## config.mk

```make
export PLATFORM = sky130hd
export DESIGN_NAME = ppid_integ
export DESIGN_NICKNAME = d
export VERILOG_FILES = /design/src/rtl/positional_pid_controller_assert.svh /design/src/rtl/ppid_pkg.sv /design/src/rtl/ppid_integ.sv
export SDC_FILE = /design/constraint.sdc
export NUM_CORES = 1
export LEC_CHECK = 0
export BUFFER_PORTS_ARGS = -buffer_cell sky130_fd_sc_hd__buf_2
export CAP_MARGIN = 25
export CORE_MARGIN = 2
export CORE_UTILIZATION = 50
export DETAILED_ROUTE_END_ITERATION = 12
export HOLD_SLACK_MARGIN = 0.08
export PLACE_DENSITY = 0.89
export SYNTH_ARGS = -nofsm -noshare
export SYNTH_HDL_FRONTEND = slang
export SYNTH_SLANG_ARGS = --single-unit
```

## constraint.sdc

```tcl
create_clock -name clk_i -period 5.36 [get_ports clk_i]
set_input_delay 1.072 -clock clk_i [delete_from_list [all_inputs] [get_ports clk_i]]
set_output_delay 1.072 -clock clk_i [all_outputs]
set_load 0.01 [all_outputs]
```

## src/rtl/positional_pid_controller_assert.svh

```systemverilog
// assertion helpers for the pid controller, clocked on clk_i, off during reset
`ifndef POSITIONAL_PID_CONTROLLER_ASSERT_SVH
`define POSITIONAL_PID_CONTROLLER_ASSERT_SVH

// consequent checked in the same cycle as the antecedent
`define PPID_ASSERT_SAME(lbl, ante, cons) \
  lbl: assert property (@(posedge clk_i) disable iff (!rst_ni) (ante) |-> (cons)) \
    else $error("ppid: same-cycle property violated");

// consequent checked in the cycle after the antecedent
`define PPID_ASSERT_NEXT(lbl, ante, cons) \
  lbl: assert property (@(posedge clk_i) disable iff (!rst_ni) (ante) |=> (cons)) \
    else $error("ppid: next-cycle property violated");

`endif

```

## src/rtl/ppid_pkg.sv

```systemverilog
`default_nettype none

package ppid_pkg;

  localparam int GAIN_W     = 32;
  localparam int LIMIT_W    = 16;
  localparam int DRIVE_W    = 32;
  localparam int CFG_IDX_W  = 8;
  localparam int CFG_DATA_W = 32;

  localparam logic signed [GAIN_W-1:0]  PROP_GAIN_RST   = 32'sd1310720;
  localparam logic signed [GAIN_W-1:0]  INTEG_GAIN_RST  = 32'sd0;
  localparam logic signed [GAIN_W-1:0]  DERIV_GAIN_RST  = 32'sd262144;
  localparam logic        [LIMIT_W-1:0] INTEG_LIMIT_RST = 16'd1000;

  localparam logic signed [DRIVE_W-1:0] DRIVE_MAX = 32'sh7FFF_FFFF;
  localparam logic signed [DRIVE_W-1:0] DRIVE_MIN = 32'sh8000_0000;

  typedef enum logic {
    CMD_RUN   = 1'b0,
    CMD_CLEAR = 1'b1
  } cmd_e;

  typedef enum logic [CFG_IDX_W-1:0] {
    CFG_PROP_GAIN   = CFG_IDX_W'(0),
    CFG_INTEG_GAIN  = CFG_IDX_W'(1),
    CFG_DERIV_GAIN  = CFG_IDX_W'(2),
    CFG_INTEG_LIMIT = CFG_IDX_W'(3)
  } cfg_reg_e;

  // status carried from the integrator stage to the output stage
  typedef struct packed {
    logic clear;
    logic integ_clamped;
  } stage_flags_t;

  function automatic int max_w(input int a, input int b);
    return (a > b) ? a : b;
  endfunction

endpackage

`default_nettype wire

```

## src/rtl/ppid_integ.sv

```systemverilog
`default_nettype none

module ppid_integ #(
  parameter int DATA_WIDTH     = 16,
  parameter int GAIN_FRAC_BITS = 16
) (
  input  wire logic                                          clk_i,
  input  wire logic                                          rst_ni,
  input  wire logic                                          in_valid_i,
  output      logic                                          in_ready_o,
  input  wire logic                                          clear_i,
  input  wire logic signed [ppid_pkg::GAIN_W+DATA_WIDTH:0]   prod_p_i,
  input  wire logic signed [ppid_pkg::GAIN_W+DATA_WIDTH:0]   prod_i_i,
  input  wire logic signed [ppid_pkg::GAIN_W+DATA_WIDTH+1:0] prod_d_i,
  input  wire logic        [ppid_pkg::LIMIT_W-1:0]           integ_limit_i,
  output      logic                                          out_valid_o,
  input  wire logic                                          out_ready_i,
  output      ppid_pkg::stage_flags_t                        flags_o,
  output      logic signed [ppid_pkg::GAIN_W+DATA_WIDTH+2:0] pd_sum_o,
  output      logic signed [ppid_pkg::LIMIT_W+GAIN_FRAC_BITS:0] integ_o
);

  localparam int PROD_W   = ppid_pkg::GAIN_W + DATA_WIDTH + 1;
  localparam int PROD_D_W = ppid_pkg::GAIN_W + DATA_WIDTH + 2;
  localparam int PD_W     = PROD_D_W + 1;
  localparam int INTEG_W  = ppid_pkg::LIMIT_W + GAIN_FRAC_BITS + 1;
  localparam int SUMI_W   = ppid_pkg::max_w(PROD_W, INTEG_W) + 1;

  logic                        valid_q;
  logic                        accept;
  logic        [SUMI_W-1:0]    lim_u;
  logic signed [SUMI_W-1:0]    lim_pos;
  logic signed [SUMI_W-1:0]    lim_neg;
  logic signed [SUMI_W-1:0]    sum;
  logic signed [SUMI_W-1:0]    sum_clamped;
  logic                        clamp_d;
  logic signed [INTEG_W-1:0]   integ_d;
  logic signed [PD_W-1:0]      pd_sum_d;
  logic signed [INTEG_W-1:0]   integ_q;
  ppid_pkg::stage_flags_t      flags_q;
  logic signed [PD_W-1:0]      pd_sum_q;

  assign in_ready_o = !valid_q || out_ready_i;
  assign accept     = in_valid_i && in_ready_o;

  // limit is an integer, the accumulator carries the gain fraction
  assign lim_u   = SUMI_W'(integ_limit_i) << GAIN_FRAC_BITS;
  assign lim_pos = $signed(lim_u);
  assign lim_neg = -lim_pos;
  assign sum     = SUMI_W'(integ_q) + SUMI_W'(prod_i_i);

  // reaching a bound counts as clamped, so a zero limit always clamps
  always_comb begin
    clamp_d     = 1'b1;
    sum_clamped = sum;
    priority if (sum >= lim_pos) begin
      sum_clamped = lim_pos;
    end else if (sum <= lim_neg) begin
      sum_clamped = lim_neg;
    end else begin
      clamp_d = 1'b0;
    end
  end

  assign integ_d  = clear_i ? '0 : INTEG_W'(sum_clamped);
  assign pd_sum_d = PD_W'(prod_p_i) + PD_W'(prod_d_i);

  always_ff @(posedge clk_i or negedge rst_ni) begin
    if (!rst_ni) begin
      valid_q <= 1'b0;
      integ_q <= '0;
    end else begin
      if (in_ready_o) begin
        valid_q <= in_valid_i;
      end
      if (accept) begin
        integ_q <= integ_d;
      end
    end
  end

  always_ff @(posedge clk_i) begin
    if (accept) begin
      flags_q.clear         <= clear_i;
      flags_q.integ_clamped <= clamp_d && !clear_i;
      pd_sum_q              <= pd_sum_d;
    end
  end

  assign out_valid_o = valid_q;
  assign flags_o     = flags_q;
  assign pd_sum_o    = pd_sum_q;
  assign integ_o     = integ_q;

endmodule

`default_nettype wire

```

# == After elaboration in Yosys (flattened, before gate mapping) ==
# Index checks and enable logic that the tools add are counted.
# word_totals
inputBits,169
ff_bits,87
word_cells,20
# op_classes
order_cmp,2
muxes,5
add_sub_neg,3
reduce_logical,5
# op_table
cell,count
$mux 33,3
$add 49x50->51,1
$add 33x49->50,1
$ge 50x33->1,1
$le 50x50->1,1
$neg 32->50,1
$logic_and 1x1->1,2
$logic_not 1->1,2
$mux 1,2
$logic_or 1x1->1,1

# == Longest topological paths before layout ==
# Gate-level depths: netlist (run 1).
# depth
ltp_word,5
mapped_depth,24
ltp_nobuf,22

# == Worst setup path before layout (run 1) ==
# Ideal clock, no wire load.
# synth_timing
kind,in2reg
start,input port prod_i_i[0] (netlist name)
end,"register integ_q[16], in the netlist integ_o[16]"
setup_time_ns,0.104
stages,23
path_slack_ns,-0.422
arrival_ns,5.678
path_cell_list,ha_1 fa_1 a211oi_1 o21ai_0 nand2_1 a21boi_0 a31oi_1 o21ai_0 xnor2_1 inv_1 ha_1 nor2b_1 o21ai_0 nand2b_1 a21oi_1 nor2b_1 a2111oi_0 o2111ai_1 or4_1 o21ba_1 buf_6 or4_1 o311ai_1
# synth_via
elab_chain_len,5
# synth_lines
element,line_no,source
start: declaration,ppid_integ.sv:13,"input wire logic signed [ppid_pkg::GAIN_W+DATA_WIDTH:0] prod_i_i,"
$add 33x49->50 (*),ppid_integ.sv:50,assign sum = SUMI_W'(integ_q) + SUMI_W'(prod_i_i);
$le 50x50->1,ppid_integ.sv:58,end else if (sum <= lim_neg) begin
$mux 33,ppid_integ.sv:58,
$mux 33 (*),ppid_integ.sv:56,priority if (sum >= lim_pos) begin
$mux 33 (*),ppid_integ.sv:65,assign integ_d = clear_i ? '0 : INTEG_W'(sum_clamped);
end signal: assignment,ppid_integ.sv:77,integ_q <= integ_d;
end: declaration,ppid_integ.sv:39,logic signed [INTEG_W-1:0] integ_q;
# Mark *: on every way between the ends. The rest lies on a longest branch, timed or not.
# A chain may end at the register's enable or synchronous reset.

# == Worst setup path after layout (run 1) ==
# layout_timing
start,input port prod_i_i[16] (netlist name)
end,"register integ_q[20], in the netlist integ_o[20]"
# Same word-level chain as after synthesis.

==> metrics, run 1 <==
status finished, violations left; failing checks setup timing; commonest non-fill, non-tap cell in the layout buf_2; CTS tree done; fin area 14,700 um2; first-pass GRT wire length 56,700 um; Congestion Overflow GR 0; HPWL after DPL 29,200 um; Root Buffer Master clkbuf_16; Synthesis Warnings 0; Area after DPL 13,400 um2; gr usage total 0.324; initial antenna violation count 3; post-synthesis sequential area ratio 0.234; asr flop ratio synth 0.391; register area 2440 um2; Pleak 7.00 nW; routed via count 12,100; antenna viol nets, final 0; commonest non-fill, non-tap cells in the layout buf_2 (252), buf_4 (197), ha_1 (125), nand2_1 (86), a21oi_1 (79); worst min path class flip-flop to flip-flop; Fmax achieved 0.183 GHz; post-synthesis instance area 10,500 um2; GPL Wtd Cong 0.991; WL/cell 20.1 um; reg-to-reg slack, setup 220 ps; DIE AREA 22,100 um2; DR vias/cell 6.25; Max Cap Viol 0; Clock Skew 12.3 ps; slew of the pin with the lowest slew margin 828 ps; Worst R2R End integ_o[20]; unique cell type count in the Yosys netlist 84; CTS max path bufs 2; vias in the first global route 11,600; Cells after Synth 1,214; syn_area_per_cell 8.61 um2; Finished Layout Cells 1,929; drc violations 0; fillers 1,426; Post-synth EDFFs 53; Worst-Skew Late Latency 360 ps; Worst Setup End Kind flip-flop; Worst EP required 5600 ps; I/O Buffers 256; fin crit period 5470 ps; Hold Startpoint out_valid_o; reg2reg path depth 23; syn_nets 1,536; nets@finish 1,973; Die Y 149 um; synthesis-to-finish area growth 40.4%; io pins 257; clock sinks 87; Main synth FF type edfxtp_1; Hold Path End out_valid_o; multi-input logic area 8410 um2; Worst Hold Depth 2; cell area power density 487 nW/um2; CP startpoint kind input pin; largest net degree at the start of global routing 54; row cnt 52; r2r startpoint integ_o[17]; width of the chip 149 um; CP Data Arrival Time 5710 ps; final hold vios 0; Final setup viols 5; Synth Register Bits 87; Slew HR 0.448; Final Cycle Share 1.02; clock slew at reported path FFs 80 ps; H-tree levels 3; DRT Wirelength 38,700 um; ratio of cells with drive above 1 in the final layout 0.374; final worst slack -105 ps; WS Path Type input pin to flip-flop; TritonCTS buffer count 9; core box area 20,400 um2; Post-Place Cells 1,885; initial DRC count 837; RSZ-0062 raised after global routing yes; CP max FO 11; Initial Util 0.513; Initial DRT Pass Iterations 5; Peak VDD IR 0.204 mV; Max Slew Vio Count 0
[timing repair]
action / CTS / global route
endpoints found under the setup margin: 34 / 34
hold buffers: 0 / 0
pin swaps: 36 / 59
gates cloned: 2 / 0
setup buffers: 8 / 18
gates resized for setup: 56 / 102
[layout make-up]
class / count / area share
Clock inverter: 7 / 0.00426
Inverter: 63 / 0.0161
Tap cell: 270 / 0.0230
Timing Repair Buffer: 463 / 0.201
Multi-Input combinational cell: 1027 / 0.573
Sequential cell: 87 / 0.167
Antenna cell: 3 / 0.000512
Clock buffer: 9 / 0.0153
[state kept, by name, indices dropped and copies added, names as in the netlist]
| register | count |
|---|---|
| out_valid_o | 1 |
| pd_sum_o | 51 |
| flags_o | 2 |
| integ_o | 33 |
[synth_stat cells, types with 18 or more instances]
cell type,instances,share of area
a21o_1,65,0.047
a21oi_1,99,0.047
dfrtp_1,34,0.081
edfxtp_1,53,0.15
ha_1,151,0.18
inv_1,63,0.023
mux2i_1,21,0.020
nand2_1,89,0.032
nand3_1,26,0.012
nand4_1,28,0.017
nor2_1,71,0.025
nor3_1,23,0.011
nor4_1,23,0.014
o21ai_0,68,0.033
o21bai_1,18,0.013
xnor2_1,68,0.057
xor2_1,27,0.023
[worst max-delay path by stage]
stage            startpoint           to  slack [ps]  cells past startpoint
6_report       prod_i_i[16]  integ_o[20]        -110                     25
4_1_cts         prod_i_i[4]  integ_o[26]         -10                     25
2_1_floorplan   prod_i_i[4]  integ_o[16]         -20                     20
3_5_place_dp   prod_i_i[19]  integ_o[26]        -530                     25
3_3_place_gp    prod_i_i[0]  integ_o[16]        -310                     24
5_1_grt        prod_i_i[16]  integ_o[20]        -290                     25
[cells by family (layout without fill, tap and decap cells)]
| family | Yosys count | count (layout) | share of synthesized area |
|---|---|---|---|
| adder cells (fa/ha/maj) | 153 | 153 | 0.185 |
| other | 0 | 3 | 0 |
| multiplexers | 30 | 30 | 0.0298 |
| XOR/XNOR | 95 | 95 | 0.0796 |
| buffers and inverters | 100 | 542 | 0.0393 |
| flip-flops | 87 | 87 | 0.234 |
| AND/OR/NAND/NOR | 345 | 345 | 0.169 |
| AO/OA/AOI/OAI | 404 | 404 | 0.264 |
[routing by layer]
layer / part of all wire / wire length (um) / global-route usage / up-vias
li1: - / - / - / 5496
met1: 0.36 / 13900 / 0.381 / 5618
met2: 0.48 / 18400 / 0.555 / 780
met3: 0.10 / 3910 / 0.0647 / 164
met4: 0.062 / 2420 / 0.175 / 0
met5: 0 / 0 / 0 / -
[per-stage QoR]
step	TNS [ps]	hold slack, ps	worst slack (ps)	power [W]	utilization
floorplan	-21.4	537	-21.4	0.00363	-
global placement	-8730	502	-311	0.00539	0.657
detailed placement	-14830	523	-530	0.00549	0.657
CTS	-9.77	540	-9.77	0.00651	0.691
global route	-4650	569	-295	0.00754	0.721
finish	-276	538	-105	0.00714	0.721
[critical path, stage by stage]
cell and delay [ps]:
buf_2 130, ha_4 290, nand2_2 90, buf_4 150
nor2_1 180, a22oi_2 140, buf_4 160, a2111oi_4 410
nor3_2 110, a311o_1 420, ha_1 340, a21oi_2 130
nor2b_1 70, o21ai_1 160, a21oi_1 90, nor3_1 160
nor2_1 90, o41ai_2 240, nand4_1 220, o211ai_4 180
buf_6 160, buf_16 130, mux2i_1 210, mux2i_1 110
o31ai_1 270
[power by group]
group          switching, W  total (W)  internal, W
sequential         0.000166    0.00104     0.000869
clock              0.000312   0.000637     0.000325
combinational       0.00282    0.00547      0.00265
total               0.00329    0.00714      0.00385
No activity file was read; power rests on OpenSTA's default activity.
==> inputs of run 2 (changes only) <==
- PLACE_DENSITY: 0.89 -> 0.82
==> run 2 against run 1 <==
The flow now finishes without violations. Routed wire length fell by 3.0%. Clock power grew 2%. Total power shrank 1.3%. Via count decreased by 2.8%. First-iteration DRC count decreased by 11%. Worst setup slack better by 140 ps. Worst hold slack improved by 9.7 ps. Die area stayed put. Largest cell class unchanged. Clock skew fell by 1.3 ps. Design area rose by 0.24%. Critical path depth decreased by 5.
==> metrics, run 2 (same netlist as run 1, synthesis figures left out) <==
status complete, no violations (was finished, violations left); worst min path class flip-flop to flip-flop (unchanged); final hold vios 0 (unchanged); overall power 0.00705 W (was 0.00714 W); reg-to-reg slack, setup 320 ps (was 220 ps); TritonCTS buffer count 9 (unchanged); Fmax achieved 0.188 GHz (was 0.183 GHz); vias in the first global route 11,100 (was 11,600); DRT Wirelength 37,500 um (was 38,700 um); CP Data Arrival Time 5580 ps (was 5710 ps); Clock Skew 11.0 ps (was 12.3 ps); M3 GR Usage 0.0546 (was 0.0647); cell area power density 479 nW/um2 (was 487 nW/um2); width of the chip 149 um (unchanged); Slew HR 0.422 (was 0.448); share of the core filled with cells 0.722 (was 0.721); met2 Usage GRT 0.540 (was 0.555); GR Layer Usage met1 0.408 (was 0.381); clock sinks 87 (unchanged); GPL Wtd Cong 0.967 (was 0.991); clock slew at reported path FFs 80 ps (about the same); io pins 257 (unchanged); DIE AREA 22,100 um2 (unchanged); Root Buffer Master clkbuf_16 (unchanged); first-pass GRT wire length 55,900 um (was 56,700 um); Initial Util 0.513 (unchanged); row cnt 52 (unchanged); Final setup viols 0 (was 5); pre-CTS setup slack -629 ps (was -530 ps); initial antenna violation count 4 (was 3); Worst-Skew Late Latency 360 ps (about the same); reg2reg path depth 19 (was 23); Finished Layout Cells 1,926 (was 1,929); WS Path Type input pin to flip-flop (unchanged); slew of the pin with the lowest slew margin 867 ps (was 828 ps); Hold Startpoint out_valid_o (unchanged); CP max FO 6 (was 11); Worst Hold Depth 2 (unchanged); max FFs per register 51 (unchanged); H-tree levels 3 (unchanged); CP startpoint kind input pin (unchanged); routed via count 11,700 (was 12,100); DR vias/cell 6.09 (was 6.25); commonest non-fill, non-tap cell in the layout buf_2 (unchanged); WL/cell 19.5 um (was 20.1 um); ratio of cells with drive above 1 in the final layout 0.374 (about the same); fin crit period 5330 ps (was 5470 ps); final worst slack 34.7 ps (was -105 ps); synthesis-to-finish area growth 40.7% (was 40.4%); Peak VDD IR 0.210 mV (was 0.204 mV); I/O Buffers 256 (unchanged); Worst Setup End Kind flip-flop (unchanged); Initial DRT Pass Iterations 5 (unchanged); Die Y 149 um (unchanged); Final Cycle Share 0.994 (was 1.02); Worst R2R End integ_o[16] (was integ_o[20]); gr usage total 0.318 (was 0.324); Congestion Overflow GR 0 (unchanged); RSZ-0062 raised after global routing yes (unchanged); antenna viol nets, final 0 (unchanged); largest net degree at the start of global routing 35 (was 54); GR peak layer met2 (unchanged); HPWL after DPL 29,200 um (about the same); core box area 20,400 um2 (unchanged); Worst EP required 5620 ps (was 5600 ps); Pleak 7.00 nW (about the same); Hold Path End out_valid_o (unchanged); Max Cap Viol 0 (unchanged); commonest non-fill, non-tap cells in the layout buf_2 (254), buf_4 (196), ha_1 (123), nand2_1 (86), a21oi_1 (80) (was buf_2 (252), buf_4 (197), ha_1 (125), nand2_1 (86), a21oi_1 (79)); CTS max path bufs 2 (unchanged); Max Slew Vio Count 0 (unchanged); nets@finish 1,970 (was 1,973); drc violations 0 (unchanged); Post-Place Cells 1,891 (was 1,885); CTS tree done (unchanged); initial DRC count 748 (was 837); r2r startpoint integ_o[1] (was integ_o[17])
## run 2: cell types whose count changed in the layout (fill, tap and decap cells not counted), sizes merged
cell	before	now
inv	67	68
buf	462	458
clkinv	0	2
clkinvlp	3	0
clkbuf	10	11
## run 2: area by class of cell
class,count,area [um2]
inverters,63,236
clock inverters,7,71.3
diodes,3,7.51
clock buffers,9,225
repair buffers,460,2920
flip-flops and latches,87,2440
well taps,270,338
fillers,1522,5660
multi-input cells,1027,8470
## run 2: timing repair
item,4_1_cts,5_1_grt
hold buffers,0,0
setup buffers,4,10
gates cloned,0,2
gates resized for setup,22,129
endpoints found under the hold margin,0,0
pin swaps,13,32
setup endpoints to repair,34,34
## run 2: worst max-delay path by stage
stage / slack [ps] / cells after the start / startpoint / to
after CTS: 20 / 25 / prod_i_i[14] / integ_o[26]
final: 30 / 20 / prod_i_i[1] / integ_o[16]
after floorplan: -20 / 20 / prod_i_i[4] / integ_o[16]
after global routing: -140 / 20 / prod_i_i[1] / integ_o[16]
after detailed placement: -630 / 21 / prod_i_i[1] / integ_o[16]
after global placement: -390 / 20 / prod_i_i[1] / integ_o[16]
## run 2: per-layer routing
layer / up-vias / wire [um]
met1: 5509 / 14800
met3: 125 / 3320
met2: 590 / 17800
met5: - / 13
met4: 2 / 1560
li1: 5498 / -
## run 2: per-stage QoR
step                area, um2  hold WS (ps)  TNS (ps)
floorplan               10500           537     -21.4
global placement        13400           504     -9250
detailed placement      13400           526    -16620
CTS                     13900           548         0
global route            14700           613     -1210
finish                  14700           547         0
## run 2: worst max-delay path, stage by stage
cell and delay (ps):
buf_8 100, ha_4 210, a21o_1 190, a22o_4 300, o311ai_4 280, a211oi_2 130
nor2_2 240, o21ai_2 110, xor2_2 160, ha_1 300, a21o_1 170, a21o_1 180
a211oi_4 250, o21ai_2 110, a2111oi_4 280, o2111ai_1 130, or4_1 440, o21ba_4 280
or4_1 530, o311ai_1 90
## run 2: report_power, final
group	total, W	internal (W)	switching [W]	leakage, nW
sequential	0.00104	0.000868	0.000175	0.957
combinational	0.00536	0.00262	0.00274	5.89
clock	0.000647	0.000330	0.000318	0.148
